**config.mk**
```make
export PLATFORM = sky130hd
export DESIGN_NAME = yaw_pitch_view_matrix_top_flat
export DESIGN_NICKNAME = d
export VERILOG_FILES = /design/src/rtl/ypvm_pkg.sv /design/src/rtl/ypvm_if.sv /design/src/rtl/ypvm_sincos.sv /design/src/rtl/yaw_pitch_view_matrix_top.sv /design/src/flat_wrapper.sv
export SDC_FILE = /design/constraint.sdc
export NUM_CORES = 2
export LEC_CHECK = 0
export BUFFER_PORTS_ARGS = -buffer_cell sky130_fd_sc_hd__buf_2
export CORE_MARGIN = 3
export CORE_UTILIZATION = 40
export CTS_BUF_LIST = sky130_fd_sc_hd__clkbuf_16
export DETAILED_ROUTE_END_ITERATION = 12
export PLACE_DENSITY = 0.54
export SLEW_MARGIN = 20
export SYNTH_ARGS = -nofsm -noshare
export SYNTH_HDL_FRONTEND = slang
export SYNTH_SLANG_ARGS = --single-unit
```
**constraint.sdc**
```tcl
create_clock -name clk -period 12.2 [get_ports clk]
set_clock_uncertainty 0.15 [all_clocks]
set_input_delay 1.22 -clock clk [delete_from_list [all_inputs] [get_ports clk]]
set_output_delay 1.22 -clock clk [all_outputs]
set_load 0.02 [all_outputs]
```
**src/rtl/ypvm_pkg.sv**
```systemverilog
// ----------------------------------------------------------------------------
// ypvm_pkg
// shared types, constants and tables for the yaw/pitch view matrix block
// ----------------------------------------------------------------------------
package ypvm_pkg;

    localparam int CORDIC_STEPS_DEF = 16;
    localparam int ATAN_LEN         = 24;

    localparam logic signed [16:0] ANG_QUARTER  = 17'sd11520;
    localparam logic signed [17:0] ANG_FULL     = 18'sd46080;
    localparam logic signed [17:0] ANG_HALF     = 18'sd23040;
    localparam logic signed [17:0] ANG_3QUARTER = 18'sd34560;
    localparam logic signed [15:0] ONE_Q14      = 16'sd16384;
    localparam logic signed [27:0] GAIN_Q24     = 28'sd10188014;

    typedef enum logic [2:0] {
        ST_IDLE,
        ST_YAW,
        ST_PITCH,
        ST_MUL,
        ST_DOT,
        ST_OUT
    } state_t;

    typedef struct packed {
        logic start;
        logic sel_pitch;
    } sc_ctl_t;

    typedef struct packed {
        logic              done;
        logic signed [15:0] s;
        logic signed [15:0] c;
    } sc_res_t;

    function automatic logic signed [22:0] atan_q16(input logic [4:0] i);
        logic signed [22:0] v;
        begin
            case (i)
                5'd0:  v = 23'sd2949120;
                5'd1:  v = 23'sd1740967;
                5'd2:  v = 23'sd919879;
                5'd3:  v = 23'sd466945;
                5'd4:  v = 23'sd234379;
                5'd5:  v = 23'sd117304;
                5'd6:  v = 23'sd58666;
                5'd7:  v = 23'sd29335;
                5'd8:  v = 23'sd14668;
                5'd9:  v = 23'sd7334;
                5'd10: v = 23'sd3667;
                5'd11: v = 23'sd1833;
                5'd12: v = 23'sd917;
                5'd13: v = 23'sd458;
                5'd14: v = 23'sd229;
                5'd15: v = 23'sd115;
                5'd16: v = 23'sd57;
                5'd17: v = 23'sd29;
                5'd18: v = 23'sd14;
                5'd19: v = 23'sd7;
                5'd20: v = 23'sd4;
                5'd21: v = 23'sd2;
                5'd22: v = 23'sd1;
                default: v = 23'sd0;
            endcase
            return v;
        end
    endfunction

    function automatic logic signed [15:0] round_q14(input logic signed [31:0] p);
        logic signed [31:0] t;
        begin
            t = (p + 32'sd8192) >>> 14;
            return t[15:0];
        end
    endfunction

endpackage

```
**src/rtl/ypvm_if.sv**
```systemverilog
// ----------------------------------------------------------------------------
// ypvm_in_if / ypvm_out_if
// valid/ready request channels of the view matrix block
// ----------------------------------------------------------------------------
interface ypvm_in_if;
    logic               valid;
    logic               ready;
    logic               kind;
    logic signed [16:0] yaw_deg;
    logic signed [16:0] pitch_deg;
    logic signed [31:0] pos_x;
    logic signed [31:0] pos_y;
    logic signed [31:0] pos_z;
    modport source (output valid, kind, yaw_deg, pitch_deg, pos_x, pos_y, pos_z,
                    input ready);
    modport sink (input valid, kind, yaw_deg, pitch_deg, pos_x, pos_y, pos_z,
                  output ready);
endinterface

interface ypvm_out_if;
    logic               valid;
    logic               ready;
    logic signed [15:0] right_x;
    logic signed [15:0] right_y;
    logic signed [15:0] right_z;
    logic signed [15:0] up_x;
    logic signed [15:0] up_y;
    logic signed [15:0] up_z;
    logic signed [15:0] fwd_x;
    logic signed [15:0] fwd_y;
    logic signed [15:0] fwd_z;
    logic signed [33:0] trans_x;
    logic signed [33:0] trans_y;
    logic signed [33:0] trans_z;
    modport source (output valid, right_x, right_y, right_z, up_x, up_y, up_z,
                    fwd_x, fwd_y, fwd_z, trans_x, trans_y, trans_z, input ready);
    modport sink (input valid, right_x, right_y, right_z, up_x, up_y, up_z,
                  fwd_x, fwd_y, fwd_z, trans_x, trans_y, trans_z, output ready);
endinterface

```
**src/rtl/ypvm_sincos.sv**
```systemverilog
// ----------------------------------------------------------------------------
// ypvm_sincos
// iterative cordic sine/cosine of a q9.7 degree angle, one step per cycle
// ----------------------------------------------------------------------------
module ypvm_sincos #(
    parameter int CORDIC_STEPS = ypvm_pkg::CORDIC_STEPS_DEF
) (
    input  logic                clk,
    input  logic                rst_n,
    input  ypvm_pkg::sc_ctl_t   ctl,
    input  logic signed [16:0]  angle,
    output ypvm_pkg::sc_res_t   res
);
    localparam int NSTEP = (CORDIC_STEPS < ypvm_pkg::ATAN_LEN) ? CORDIC_STEPS
                                                               : ypvm_pkg::ATAN_LEN;

    logic               busy_reg, busy_next;
    logic [4:0]         step_reg, step_next;
    logic               neg_reg, neg_next;
    logic signed [27:0] x_reg, x_next;
    logic signed [27:0] y_reg, y_next;
    logic signed [24:0] z_reg, z_next;
    logic               done_reg, done_next;
    logic signed [15:0] s_reg, s_next;
    logic signed [15:0] c_reg, c_next;

    logic signed [17:0] r;
    logic signed [17:0] t;
    logic signed [27:0] xs, ys, xr, yr;

    // angles below -360 degrees need a second full turn
    always_comb
    begin
        r = {angle[16], angle};
        if (r < 18'sd0)
        begin
            r = r + ypvm_pkg::ANG_FULL;
        end
        if (r < 18'sd0)
        begin
            r = r + ypvm_pkg::ANG_FULL;
        end
        if (r >= ypvm_pkg::ANG_FULL)
        begin
            r = r - ypvm_pkg::ANG_FULL;
        end
    end

    always_comb
    begin
        busy_next = busy_reg;
        step_next = step_reg;
        neg_next  = neg_reg;
        x_next    = x_reg;
        y_next    = y_reg;
        z_next    = z_reg;
        done_next = 1'b0;
        s_next    = s_reg;
        c_next    = c_reg;
        t         = r;
        xs        = x_reg >>> step_reg;
        ys        = y_reg >>> step_reg;
        xr        = (x_reg + 28'sd512) >>> 10;
        yr        = (y_reg + 28'sd512) >>> 10;
        if (ctl.start)
        begin
            if (r == 18'sd0)
            begin
                s_next = 16'sd0;  c_next = ypvm_pkg::ONE_Q14; done_next = 1'b1;
            end
            else if (r == {ypvm_pkg::ANG_QUARTER[16], ypvm_pkg::ANG_QUARTER})
            begin
                s_next = ypvm_pkg::ONE_Q14; c_next = 16'sd0; done_next = 1'b1;
            end
            else if (r == ypvm_pkg::ANG_HALF)
            begin
                s_next = 16'sd0;  c_next = -ypvm_pkg::ONE_Q14; done_next = 1'b1;
            end
            else if (r == ypvm_pkg::ANG_3QUARTER)
            begin
                s_next = -ypvm_pkg::ONE_Q14; c_next = 16'sd0; done_next = 1'b1;
            end
            else
            begin
                neg_next = 1'b0;
                if (r < {ypvm_pkg::ANG_QUARTER[16], ypvm_pkg::ANG_QUARTER})
                begin
                    t = r;
                end
                else if (r < ypvm_pkg::ANG_3QUARTER)
                begin
                    t = r - ypvm_pkg::ANG_HALF;
                    neg_next = 1'b1;
                end
                else
                begin
                    t = r - ypvm_pkg::ANG_FULL;
                end
                z_next    = 25'(t) <<< 9;
                x_next    = ypvm_pkg::GAIN_Q24;
                y_next    = 28'sd0;
                step_next = 5'd0;
                busy_next = 1'b1;
            end
        end
        else if (busy_reg)
        begin
            if (step_reg == 5'(NSTEP))
            begin
                busy_next = 1'b0;
                done_next = 1'b1;
                c_next = (xr > 28'sd16384) ? ypvm_pkg::ONE_Q14 :
                         (xr < -28'sd16384) ? -ypvm_pkg::ONE_Q14 : xr[15:0];
                s_next = (yr > 28'sd16384) ? ypvm_pkg::ONE_Q14 :
                         (yr < -28'sd16384) ? -ypvm_pkg::ONE_Q14 : yr[15:0];
                if (neg_reg)
                begin
                    c_next = -c_next;
                    s_next = -s_next;
                end
            end
            else
            begin
                if (z_reg >= 25'sd0)
                begin
                    x_next = x_reg - ys;
                    y_next = y_reg + xs;
                    z_next = z_reg - 25'(ypvm_pkg::atan_q16(step_reg));
                end
                else
                begin
                    x_next = x_reg + ys;
                    y_next = y_reg - xs;
                    z_next = z_reg + 25'(ypvm_pkg::atan_q16(step_reg));
                end
                step_next = step_reg + 5'd1;
            end
        end
    end

    always_ff @(posedge clk or negedge rst_n)
    begin
        if (!rst_n)
        begin
            busy_reg <= 1'b0;
            done_reg <= 1'b0;
            step_reg <= 5'd0;
        end
        else
        begin
            busy_reg <= busy_next;
            done_reg <= done_next;
            step_reg <= step_next;
        end
    end

    always_ff @(posedge clk)
    begin
        neg_reg <= neg_next;
        x_reg   <= x_next;
        y_reg   <= y_next;
        z_reg   <= z_next;
        s_reg   <= s_next;
        c_reg   <= c_next;
    end

    assign res.done = done_reg;
    assign res.s    = s_reg;
    assign res.c    = c_reg;

`ifndef SYNTHESIS
    a_no_start_busy: assert property (@(posedge clk) disable iff (!rst_n)
        busy_reg |-> !ctl.start) else $error("start while busy");
    a_step_range: assert property (@(posedge clk) disable iff (!rst_n)
        busy_reg |-> step_reg <= 5'(NSTEP)) else $error("step overrun");
    a_done_pulse: assert property (@(posedge clk) disable iff (!rst_n)
        done_reg |=> !done_reg) else $error("done not a pulse");
`endif
endmodule

```
**src/rtl/yaw_pitch_view_matrix_top.sv**
```systemverilog
// ----------------------------------------------------------------------------
// yaw_pitch_view_matrix_top
// camera state and look-at view basis from yaw, pitch and position
// ----------------------------------------------------------------------------
// usage:
//   req_in carries one request: kind 0 loads pos_x/y/z, kind 1 loads yaw
//   and pitch. each request yields one result on res_out: right, up and
//   forward in q1.14 and the view translation in q17.16.
//   the result comes from the shared cordic unit run for yaw then
//   pitch (an exact multiple of 90 degrees skips the iterations),
//   followed by one shared 16x16 multiplier for the basis products
//   and one 32x16 multiplier accumulating the nine dot product terms.
//   one request is in flight at a time; req_in.ready is low until the
//   result is taken and rises the cycle after. a stall on res_out holds
//   the result and the block.
//   reset sets yaw to -90 degrees, pitch and position to zero; no
//   result is pending after reset.
// ----------------------------------------------------------------------------
module yaw_pitch_view_matrix_top #(
    parameter int CORDIC_STEPS = ypvm_pkg::CORDIC_STEPS_DEF
) (
    input logic          clk,
    input logic          rst_n,
    ypvm_in_if.sink      req_in,
    ypvm_out_if.source   res_out
);
    ypvm_pkg::state_t   state_reg, state_next;
    logic signed [16:0] yaw_reg, pitch_reg;
    logic signed [31:0] pos_reg [3];
    logic signed [15:0] sy_reg, cy_reg, sp_reg, cp_reg;
    logic signed [15:0] r_reg [3];
    logic signed [15:0] u_reg [3];
    logic signed [15:0] f_reg [3];
    logic signed [47:0] acc_reg;
    logic signed [33:0] t_reg [3];
    logic [3:0]         cnt_reg, cnt_next;

    ypvm_pkg::sc_ctl_t  sc_ctl;
    ypvm_pkg::sc_res_t  sc_res;
    logic signed [16:0] sc_angle;

    logic signed [15:0] ma, mb;
    logic signed [31:0] mp;
    logic signed [15:0] mq;
    logic signed [15:0] da;
    logic signed [31:0] db;
    logic signed [47:0] dp;
    logic signed [47:0] dr;
    logic [1:0]         dv, de;
    logic               deg;

    assign deg = (cp_reg == 16'sd0);

    ypvm_sincos #(.CORDIC_STEPS(CORDIC_STEPS)) u_sc (
        .clk   (clk),
        .rst_n (rst_n),
        .ctl   (sc_ctl),
        .angle (sc_angle),
        .res   (sc_res)
    );

    assign sc_angle = sc_ctl.sel_pitch ? pitch_reg : yaw_reg;
    assign req_in.ready = (state_reg == ypvm_pkg::ST_IDLE);

    // basis products: 0 cy*cp, 1 sy*cp, 2 cy*sp, 3 sy*sp
    always_comb
    begin
        case (cnt_reg[1:0])
            2'd0:    begin ma = cy_reg; mb = cp_reg; end
            2'd1:    begin ma = sy_reg; mb = cp_reg; end
            2'd2:    begin ma = cy_reg; mb = sp_reg; end
            default: begin ma = sy_reg; mb = sp_reg; end
        endcase
        mp = ma * mb;
        mq = ypvm_pkg::round_q14(mp);
    end

    // dot terms: vector = cnt/3, element = cnt%3
    always_comb
    begin
        dv = 2'd0;
        de = 2'd0;
        case (cnt_reg)
            4'd0: begin dv = 2'd0; de = 2'd0; end
            4'd1: begin dv = 2'd0; de = 2'd1; end
            4'd2: begin dv = 2'd0; de = 2'd2; end
            4'd3: begin dv = 2'd1; de = 2'd0; end
            4'd4: begin dv = 2'd1; de = 2'd1; end
            4'd5: begin dv = 2'd1; de = 2'd2; end
            4'd6: begin dv = 2'd2; de = 2'd0; end
            4'd7: begin dv = 2'd2; de = 2'd1; end
            default: begin dv = 2'd2; de = 2'd2; end
        endcase
        case (dv)
            2'd0:    da = r_reg[de];
            2'd1:    da = u_reg[de];
            default: da = f_reg[de];
        endcase
        db = pos_reg[de];
        dp = 48'(da) * 48'(db);
        dr = (acc_reg + dp + 48'sd8192) >>> 14;
    end

    always_comb
    begin
        state_next = state_reg;
        cnt_next   = cnt_reg;
        sc_ctl     = '0;
        unique case (state_reg)
            ypvm_pkg::ST_IDLE:
            begin
                if (req_in.valid)
                begin
                    state_next   = ypvm_pkg::ST_YAW;
                end
            end
            ypvm_pkg::ST_YAW:
            begin
                if (cnt_reg == 4'd0)
                begin
                    sc_ctl.start = 1'b1;
                    cnt_next = 4'd1;
                end
                else if (sc_res.done)
                begin
                    state_next = ypvm_pkg::ST_PITCH;
                    cnt_next   = 4'd0;
                end
            end
            ypvm_pkg::ST_PITCH:
            begin
                sc_ctl.sel_pitch = 1'b1;
                if (cnt_reg == 4'd0)
                begin
                    sc_ctl.start = 1'b1;
                    cnt_next = 4'd1;
                end
                else if (sc_res.done)
                begin
                    state_next = ypvm_pkg::ST_MUL;
                    cnt_next   = 4'd0;
                end
            end
            ypvm_pkg::ST_MUL:
            begin
                cnt_next = cnt_reg + 4'd1;
                if (cnt_reg == 4'd3)
                begin
                    state_next = ypvm_pkg::ST_DOT;
                    cnt_next   = 4'd0;
                end
            end
            ypvm_pkg::ST_DOT:
            begin
                cnt_next = cnt_reg + 4'd1;
                if (cnt_reg == 4'd8)
                begin
                    state_next = ypvm_pkg::ST_OUT;
                    cnt_next   = 4'd0;
                end
            end
            ypvm_pkg::ST_OUT:
            begin
                if (res_out.ready)
                begin
                    state_next = ypvm_pkg::ST_IDLE;
                end
            end
            default: state_next = ypvm_pkg::ST_IDLE;
        endcase
    end

    always_ff @(posedge clk or negedge rst_n)
    begin
        if (!rst_n)
        begin
            state_reg <= ypvm_pkg::ST_IDLE;
            cnt_reg   <= 4'd0;
            yaw_reg   <= -ypvm_pkg::ANG_QUARTER;
            pitch_reg <= 17'sd0;
            pos_reg[0] <= 32'sd0;
            pos_reg[1] <= 32'sd0;
            pos_reg[2] <= 32'sd0;
        end
        else
        begin
            state_reg <= state_next;
            cnt_reg   <= cnt_next;
            if (req_in.valid && req_in.ready)
            begin
                if (req_in.kind)
                begin
                    yaw_reg   <= req_in.yaw_deg;
                    pitch_reg <= req_in.pitch_deg;
                end
                else
                begin
                    pos_reg[0] <= req_in.pos_x;
                    pos_reg[1] <= req_in.pos_y;
                    pos_reg[2] <= req_in.pos_z;
                end
            end
        end
    end

    always_ff @(posedge clk)
    begin
        if (sc_res.done && state_reg == ypvm_pkg::ST_YAW)
        begin
            sy_reg <= sc_res.s;
            cy_reg <= sc_res.c;
        end
        if (sc_res.done && state_reg == ypvm_pkg::ST_PITCH)
        begin
            sp_reg <= sc_res.s;
            cp_reg <= sc_res.c;
        end
        if (state_reg == ypvm_pkg::ST_MUL)
        begin
            if (cnt_reg == 4'd0)
            begin
                f_reg[0] <= mq;
                f_reg[1] <= sp_reg;
                r_reg[1] <= 16'sd0;
                u_reg[1] <= deg ? 16'sd0 : (cp_reg[15] ? -cp_reg : cp_reg);
                r_reg[0] <= deg ? 16'sd0 : (cp_reg[15] ? sy_reg : -sy_reg);
                r_reg[2] <= deg ? 16'sd0 : (cp_reg[15] ? -cy_reg : cy_reg);
            end
            else if (cnt_reg == 4'd1)
            begin
                f_reg[2] <= mq;
            end
            else if (cnt_reg == 4'd2)
            begin
                u_reg[0] <= deg ? 16'sd0 : (cp_reg[15] ? mq : -mq);
            end
            else
            begin
                u_reg[2] <= deg ? 16'sd0 : (cp_reg[15] ? mq : -mq);
            end
            acc_reg <= 48'sd0;
        end
        if (state_reg == ypvm_pkg::ST_DOT)
        begin
            if (de == 2'd2)
            begin
                acc_reg <= 48'sd0;
                case (dv)
                    2'd0:    t_reg[0] <= -dr[33:0];
                    2'd1:    t_reg[1] <= -dr[33:0];
                    default: t_reg[2] <= dr[33:0];
                endcase
            end
            else
            begin
                acc_reg <= acc_reg + dp;
            end
        end
    end

    assign res_out.valid   = (state_reg == ypvm_pkg::ST_OUT);
    assign res_out.right_x = r_reg[0];
    assign res_out.right_y = r_reg[1];
    assign res_out.right_z = r_reg[2];
    assign res_out.up_x    = u_reg[0];
    assign res_out.up_y    = u_reg[1];
    assign res_out.up_z    = u_reg[2];
    assign res_out.fwd_x   = f_reg[0];
    assign res_out.fwd_y   = f_reg[1];
    assign res_out.fwd_z   = f_reg[2];
    assign res_out.trans_x = t_reg[0];
    assign res_out.trans_y = t_reg[1];
    assign res_out.trans_z = t_reg[2];

`ifndef SYNTHESIS
    a_ready_out_excl: assert property (@(posedge clk) disable iff (!rst_n)
        !(req_in.ready && res_out.valid)) else $error("ready during result");
    a_hold_result: assert property (@(posedge clk) disable iff (!rst_n)
        (res_out.valid && !res_out.ready) |=> res_out.valid)
        else $error("result dropped");
    a_accept_starts: assert property (@(posedge clk) disable iff (!rst_n)
        (req_in.valid && req_in.ready) |=> state_reg == ypvm_pkg::ST_YAW)
        else $error("request not started");
`endif
endmodule
```
**src/flat_wrapper.sv**
```systemverilog
// flat-port wrapper written by rule: the top's interface ports become plain ports
module yaw_pitch_view_matrix_top_flat 
#(
    parameter int CORDIC_STEPS = ypvm_pkg::CORDIC_STEPS_DEF
)
  (clk, rst_n, req_in_valid, req_in_kind, req_in_yaw_deg, req_in_pitch_deg, req_in_pos_x, req_in_pos_y, req_in_pos_z, req_in_ready, res_out_valid, res_out_right_x, res_out_right_y, res_out_right_z, res_out_up_x, res_out_up_y, res_out_up_z, res_out_fwd_x, res_out_fwd_y, res_out_fwd_z, res_out_trans_x, res_out_trans_y, res_out_trans_z, res_out_ready);
  ypvm_in_if req_in_i ();
  ypvm_out_if res_out_i ();
  input logic clk;
  input logic rst_n;
  input wire logic [$bits(req_in_i.valid)-1:0] req_in_valid;
  input wire logic [$bits(req_in_i.kind)-1:0] req_in_kind;
  input wire logic [$bits(req_in_i.yaw_deg)-1:0] req_in_yaw_deg;
  input wire logic [$bits(req_in_i.pitch_deg)-1:0] req_in_pitch_deg;
  input wire logic [$bits(req_in_i.pos_x)-1:0] req_in_pos_x;
  input wire logic [$bits(req_in_i.pos_y)-1:0] req_in_pos_y;
  input wire logic [$bits(req_in_i.pos_z)-1:0] req_in_pos_z;
  output wire logic [$bits(req_in_i.ready)-1:0] req_in_ready;
  output wire logic [$bits(res_out_i.valid)-1:0] res_out_valid;
  output wire logic [$bits(res_out_i.right_x)-1:0] res_out_right_x;
  output wire logic [$bits(res_out_i.right_y)-1:0] res_out_right_y;
  output wire logic [$bits(res_out_i.right_z)-1:0] res_out_right_z;
  output wire logic [$bits(res_out_i.up_x)-1:0] res_out_up_x;
  output wire logic [$bits(res_out_i.up_y)-1:0] res_out_up_y;
  output wire logic [$bits(res_out_i.up_z)-1:0] res_out_up_z;
  output wire logic [$bits(res_out_i.fwd_x)-1:0] res_out_fwd_x;
  output wire logic [$bits(res_out_i.fwd_y)-1:0] res_out_fwd_y;
  output wire logic [$bits(res_out_i.fwd_z)-1:0] res_out_fwd_z;
  output wire logic [$bits(res_out_i.trans_x)-1:0] res_out_trans_x;
  output wire logic [$bits(res_out_i.trans_y)-1:0] res_out_trans_y;
  output wire logic [$bits(res_out_i.trans_z)-1:0] res_out_trans_z;
  input wire logic [$bits(res_out_i.ready)-1:0] res_out_ready;
  assign req_in_i.valid = req_in_valid;
  assign req_in_i.kind = req_in_kind;
  assign req_in_i.yaw_deg = req_in_yaw_deg;
  assign req_in_i.pitch_deg = req_in_pitch_deg;
  assign req_in_i.pos_x = req_in_pos_x;
  assign req_in_i.pos_y = req_in_pos_y;
  assign req_in_i.pos_z = req_in_pos_z;
  assign req_in_ready = req_in_i.ready;
  assign res_out_valid = res_out_i.valid;
  assign res_out_right_x = res_out_i.right_x;
  assign res_out_right_y = res_out_i.right_y;
  assign res_out_right_z = res_out_i.right_z;
  assign res_out_up_x = res_out_i.up_x;
  assign res_out_up_y = res_out_i.up_y;
  assign res_out_up_z = res_out_i.up_z;
  assign res_out_fwd_x = res_out_i.fwd_x;
  assign res_out_fwd_y = res_out_i.fwd_y;
  assign res_out_fwd_z = res_out_i.fwd_z;
  assign res_out_trans_x = res_out_i.trans_x;
  assign res_out_trans_y = res_out_i.trans_y;
  assign res_out_trans_z = res_out_i.trans_z;
  assign res_out_i.ready = res_out_ready;
  yaw_pitch_view_matrix_top #(.CORDIC_STEPS(CORDIC_STEPS)) u_core (.clk(clk), .rst_n(rst_n), .req_in(req_in_i), .res_out(res_out_i));
endmodule
```
; ---- Yosys cells after proc, flatten, opt, wreduce, memory -nomap -nowiden
; Memory sizes are Yosys's and may differ from the RTL's.
; Cells that the tools add are included.
[totals]
wordCells = 294
reg_bits = 370
rom_bits = 1440
mem_count = 7
latchBits = 0
in_bits = 135
ramBits = 246
output_inout_bits = 248
[op_classes]
eq_ne = 32
n_lt_le_gt_ge = 11
addsub = 25
reduce_logical = 30
bitwise_logic = 6
multipliers = 2
div_mod_pow = 0
shift = 2
mux = 158
[mem_list]
columns = memory, depth, word_bits, rd, rd_ports_with_merged_regs, write_ports, line_no
row1 = (no name shown), 32, 22, 1, 0, 0, ypvm_pkg.sv:40  ; case (i)
row2 = (no name shown), 32, 22, 1, 0, 0, ypvm_pkg.sv:40
row3 = u_core.t_reg, 3, 34, 3, 0, 1, yaw_pitch_view_matrix_top.sv:35  ; logic signed [33:0] t_reg [3];
row4 = u_core.f_reg, 3, 16, 4, 0, 2, yaw_pitch_view_matrix_top.sv:33  ; logic signed [15:0] f_reg [3];
row5 = u_core.r_reg, 3, 16, 4, 0, 3, yaw_pitch_view_matrix_top.sv:31  ; logic signed [15:0] r_reg [3];
row6 = u_core.u_reg, 3, 16, 4, 0, 1, yaw_pitch_view_matrix_top.sv:32  ; logic signed [15:0] u_reg [3];
row7 = +1 memories, -, -, -, -, -, -
[op_table]
columns = cell, count
row1 = two-way mux 16 bit, 35
row2 = two-way mux 28 bit, 16
row3 = two-way mux 25 bit, 8
row4 = two-way mux 23 bit, 8
row5 = two-way mux 48 bit, 3
row6 = negation 16 bit, 6
row7 = two-way mux 34 bit, 2
row8 = OR reduction 34 bit, 2
row9 = binary-select mux 32 bit (select 2 bit), 1
row10 = two-way mux 32 bit, 2
row11 = adder 28 x 11 -> 28 bit (second input constant), 2
row12 = adder 28 bit, 2
row13 = >>> shifter 28 x 5 -> 28 bit, 2
row14 = subtractor 28 bit, 2
row15 = two-way mux 18 bit, 3
row16 = two-way mux 1 bit, 51
row17 = adder 48 x 15 -> 48 bit (second input constant), 1
row18 = adder 48 bit, 1
row19 = multiplier 16 x 32 -> 48 bit, 1
row20 = OR reduction 16 bit, 3
row21 = > comparator 18 x 16 -> 1 bit (second input constant), 2
row22 = < comparator 18 x 15 -> 1 bit (second input constant), 2
row23 = two-way mux 5 bit, 7
row24 = negation 34 bit, 1
row25 = 57 further kinds, 103

; ---- Logic depth before layout (Yosys ltp)
[logic_depth]
depth_word = 17
ltp_mapped = 46

; ---- By module
; Synthesis repeated with hierarchy kept, for this count alone.
[hier_totals]
hier_cells = 6907
hier_area_um2 = 67269.5
[modules_own_cells]
columns = mod, instances, cells_per_inst, area_each_um2
row1 = yaw_pitch_view_matrix_top, 1, 4970, 50619.8
row2 = ypvm_sincos, 1, 1937, 16649.7

; ---- Least setup slack after synthesis
; No wires, ideal clock.
[synth_timing]
kind = register to register
start = register u_core.cnt_reg[0]
end = memory u_core.t_reg[0][33] (data pin)
path_buffers = 6
path_slack_ps = 634
arrival_ps = 11149
t_required_ps = 11784
path_stages_with_launch = 42
setup_ps = 266
synth_period_minus_slack_ps = 11566
cell_sequence = dfrtp_1 > inv_1 > ha_1 > mux2i_1 > nor2b_1 > buf_1 > buf_1 > clkbuf_1 > buf_1 > mux2i_1 > o21ai_1 > nand2_1 > fa_1 > fa_1 > fa_1 > fa_1 > inv_1 > fa_1 > [... 6 more ...] > a22oi_1 > o21ai_4 > nor3_1 > nor2_1 > ha_1 > nor2b_1 > a221o_1 > nor2_1 > nand3_1 > a211oi_2 > o221ai_2 > o21bai_1 > or3_1 > or4_1 > buf_2 > nor4_4 > nor3b_2 > xnor2_1
[synth_via]
elab_chain_len = 12
[synth_rtl]
columns = item, line_no
row1 = "start, declared", yaw_pitch_view_matrix_top.sv:36  ; logic [3:0] cnt_reg, cnt_next;
row2 = "start signal, assigned", yaw_pitch_view_matrix_top.sv:188  ; cnt_reg <= cnt_next;
row3 = memory read (8 x 4 bit) (*), -
row4 = two-way mux 4 bit (*), yaw_pitch_view_matrix_top.sv:83  ; case (cnt_reg)
row5 = inverter 2 -> 3 bit (not written as such), yaw_pitch_view_matrix_top.sv:99  ; db = pos_reg[de];
row6 = binary-select mux 32 bit (select 2 bit), yaw_pitch_view_matrix_top.sv:99
row7 = two-way mux 32 bit (not written as such) (2 in series), yaw_pitch_view_matrix_top.sv:99
row8 = multiplier 16 x 32 -> 48 bit, yaw_pitch_view_matrix_top.sv:100  ; dp = 48'(da) * 48'(db);
row9 = adder 48 bit, yaw_pitch_view_matrix_top.sv:101  ; dr = (acc_reg + dp + 48'sd8192) >>> 14;
row10 = adder 48 x 15 -> 48 bit, yaw_pitch_view_matrix_top.sv:101
row11 = negation 34 bit, "yaw_pitch_view_matrix_top.sv:249, yaw_pitch_view_matrix_top.sv:250"
row12 = two-way mux 34 bit (no line), -
row13 = two-way mux 34 bit (no line) (*), -
row14 = "end, declared", yaw_pitch_view_matrix_top.sv:35
; Every way passes the cells marked *; elsewhere a longest branch is shown, timed or not. The select of a mux whose other input is x is not followed.

; ---- Worst setup path after layout
[layout_timing]
start = register u_core.cnt_reg[1]
end = memory u_core.t_reg[0][33] (data pin)
; Same word-level chain as after synthesis.

==> impl_metrics.tcl <==
set metrics [dict create \
    rsz0062_at_grt "no" \
    first_pass_iters 6 \
    drc_errors 0 \
    groute.usage.overall_pct 25.4 \
    start_util_pct 40.3 \
    largest_reg_flops 102 \
    tns_ns 0 \
    dp_hpwl_um 173000 \
    drt-wirelength-per-cell_um 23.0 \
    synth_area_leaders "fa_1 24%, edfxtp_1 21%, ha_1 6.0%, inv_1 5.5%, dfrtp_1 5.3%" \
    nFillCells 15900 \
    port_buffers 366 \
    core-area_sq_mm 0.163 \
    setup_viol 0 \
    synth_cell_types 116 \
    async_reset_ff_share_pct 24.0 \
    antenna_left 0 \
    syn_area_per_cell_sq_um 9.61 \
    cp-start-kind "flop" \
    syn_area_sq_mm 0.0657 \
    critPathMaxStageDelay_ns 0.67 \
    die_h_um 411 \
    yosysSeqAreaShare_pct 26.3 \
    die_w_um 411 \
    hp-class "flop to flop" \
    grt_pass1_vias 51700 \
    min_period_over_period_pct 94.3 \
    fin_crit_ns 11.50 \
    yosys_warnings 0 \
    routed_wirelength_um 215000 \
    synth_compound_area_share_pct 9.08 \
    drtIter0Drc 4498 \
    cts.sink_count 600 \
    grt_max_degree 86 \
    clk_path_buf_depth 3 \
    synth-adder-area-share_pct 29.9 \
    tightest_slew_ns 1.26 \
    gp_congestion 0.983 \
    slew_headroom_pct 15.2 \
    rows 148 \
    hold_viol 0 \
    cp.required_ns 12.48 \
    insertion_delay_ns 0.73 \
    synth_top_family_by_area "adder cells" \
    synth-seq-cells 600 \
    setup.worst_path.class "flop to flop" \
    numCtsBuffers 75 \
    grt_pass1_wl_um 325000 \
    critPathCaptureType "flop" \
    root_buffer "clkbuf_16" \
    synth.largest_area_cell "fa_1" \
    synth_top_area_share_pct 23.8 \
    worstPathMaxFanout 12 \
    arrival_ns 11.78 \
    synthSimpleGateAreaFrac_pct 14.9 \
    synth.area.mux_share_pct 6.92 \
    report.final.slew_viol_count 0 \
    layout-drive-gt1-share_pct 13.9 \
    ios 383 \
    fin_nets 8376 \
    cts_max_level 3 \
    clkTransAtPathRegs_ns 0.07 \
    cts_tree "yes" \
    num_vias 51100 \
    gr-total-overflow 0 \
    yosys_most_used_dff "edfxtp_1" \
    via_per_inst 5.45 \
    synthCells 6839 \
    synth-xor-area-share_pct 5.38 \
    synth_edf_count 456 \
    max_freq_mhz 87.0 \
    cp_slowest_cell "or4_1" \
    cap_violations 0 \
    syn2layout_area_growth_pct 11.1 \
    antenna_found_initial 5 \
    die_area_sq_mm 0.169 \
    status "completed" \
]
Yosys cell counts, types with 110 or more instances:
master,number
nand2_1,835
clkbuf_1,229
mux2i_1,152
inv_1,966
nor2_1,656
fa_1,783
o21ai_0,195
mux2_2,173
nand3_1,110
dfrtp_1,138
ha_1,316
a21oi_1,229
xnor2_1,243
edfxtp_1,456
xor2_1,155
metal layers:
metal | wire (um) | GRT usage, % | vias to the layer above
met5 | 7 | 0 | -
met2 | 100000 | 41.1 | 1841
met4 | 10800 | 11.3 | 2
met1 | 90000 | 34.0 | 25700
met3 | 14200 | 3.31 | 446
li1 | - | - | 23100
worst paths after layout:
check                                                   start                          endpoint  slack [ns]  cells past startpoint
max in group asynchronous                               rst_n    u_core.pos_reg[34]$_DFFE_PN0P_        9.86                      2
worst max-delay path            u_core.cnt_reg[1]$_DFFE_PN0P_     u_core.t_reg[0][33]$_DFFE_PP_        0.70                     40
worst min register to register    u_core.sp_reg[14]$_DFFE_PP_     u_core.f_reg[1][14]$_DFFE_PP_        0.30                      0
min in group asynchronous                               rst_n  u_core.pitch_reg[11]$_DFFE_PN0P_        0.42                      1
worst min-delay path              u_core.sp_reg[14]$_DFFE_PP_     u_core.f_reg[1][14]$_DFFE_PP_        0.30                      0
worst max register to register  u_core.cnt_reg[1]$_DFFE_PN0P_     u_core.t_reg[0][33]$_DFFE_PP_        0.70                     40
logic make-up after synthesis:
| kind of cell | count (synthesis) |
|---|---|
| fa+ha+maj | 1100 |
| mux | 373 |
| other cells | 1 |
| buf+inv | 1280 |
| flops | 600 |
| xor+xnor | 401 |
| compound gates | 921 |
| simple gates | 2163 |
per-stage QoR:
stage | cell area, sq um | cells | util [%] | setup WS (ns) | hold WS (ns)
4_1_cts | 72900 | 9374 | 44.7 | 0.384 | 0.300
3_3_place_gp | 70400 | 9234 | 43.2 | 0.718 | 0.281
3_5_place_dp | 70400 | 9234 | 43.2 | 0.505 | 0.284
2_1_floorplan | 65800 | 6854 | - | 0.634 | 0.268
5_1_grt | 73000 | 9380 | 44.8 | 0.00375 | 0.302
6_report | 73000 | 9381 | 44.8 | 0.699 | 0.297
layout by cell type, fill, tap and decap left out, drive strengths merged, types with 49 or more instances in the layout:
master / netlist / routed
fa: 783 / 783
ha: 316 / 316
nor2b: 51 / 51
o21a: 63 / 63
mux2i: 152 / 152
edfxtp: 456 / 456
clkbuf: 229 / 76
dfrtp: 138 / 138
xnor2: 244 / 244
nand2b: 64 / 64
mux2: 173 / 173
nor2: 657 / 657
inv: 969 / 996
nand2: 836 / 836
nor3: 100 / 100
and2: 87 / 87
a21oi: 233 / 233
xor2: 157 / 157
or3: 49 / 49
buf: 79 / 519
nand3: 111 / 111
o21ai: 244 / 244
worst max-delay path, delay by kind of cell (launching register included):
| family | cells | cell delay [ns] |
|---|---|---|
| mux | 2 | 0.37 |
| xor+xnor | 1 | 0.09 |
| simple gates | 9 | 2.75 |
| fa+ha+maj | 9 | 3.64 |
| buf+inv | 8 | 1.12 |
| flops | 1 | 0.49 |
| compound gates | 11 | 2.60 |
cell type report:
type | instances | area, sq um | area share, %
inverters | 972 | 3650 | 5.00
clock buffers | 76 | 1900 | 2.60
multi-input cells | 4974 | 43900 | 60.0
well taps | 2175 | 2720 | 3.73
flip-flops and latches | 600 | 17300 | 23.7
repair buffers | 519 | 3050 | 4.17
diodes | 1 | 2.50 | 0.00343
clock inverters | 64 | 554 | 0.759
timing repair:
item	CTS	global route
hold buffers	0	0
resized for setup	0	16
setup buffers	0	6
setup endpoints to repair	0	18
Power is left out: the tool's default activity adds up to more than one toggle a clock period on the data nets, which glitch-free logic cannot reach.
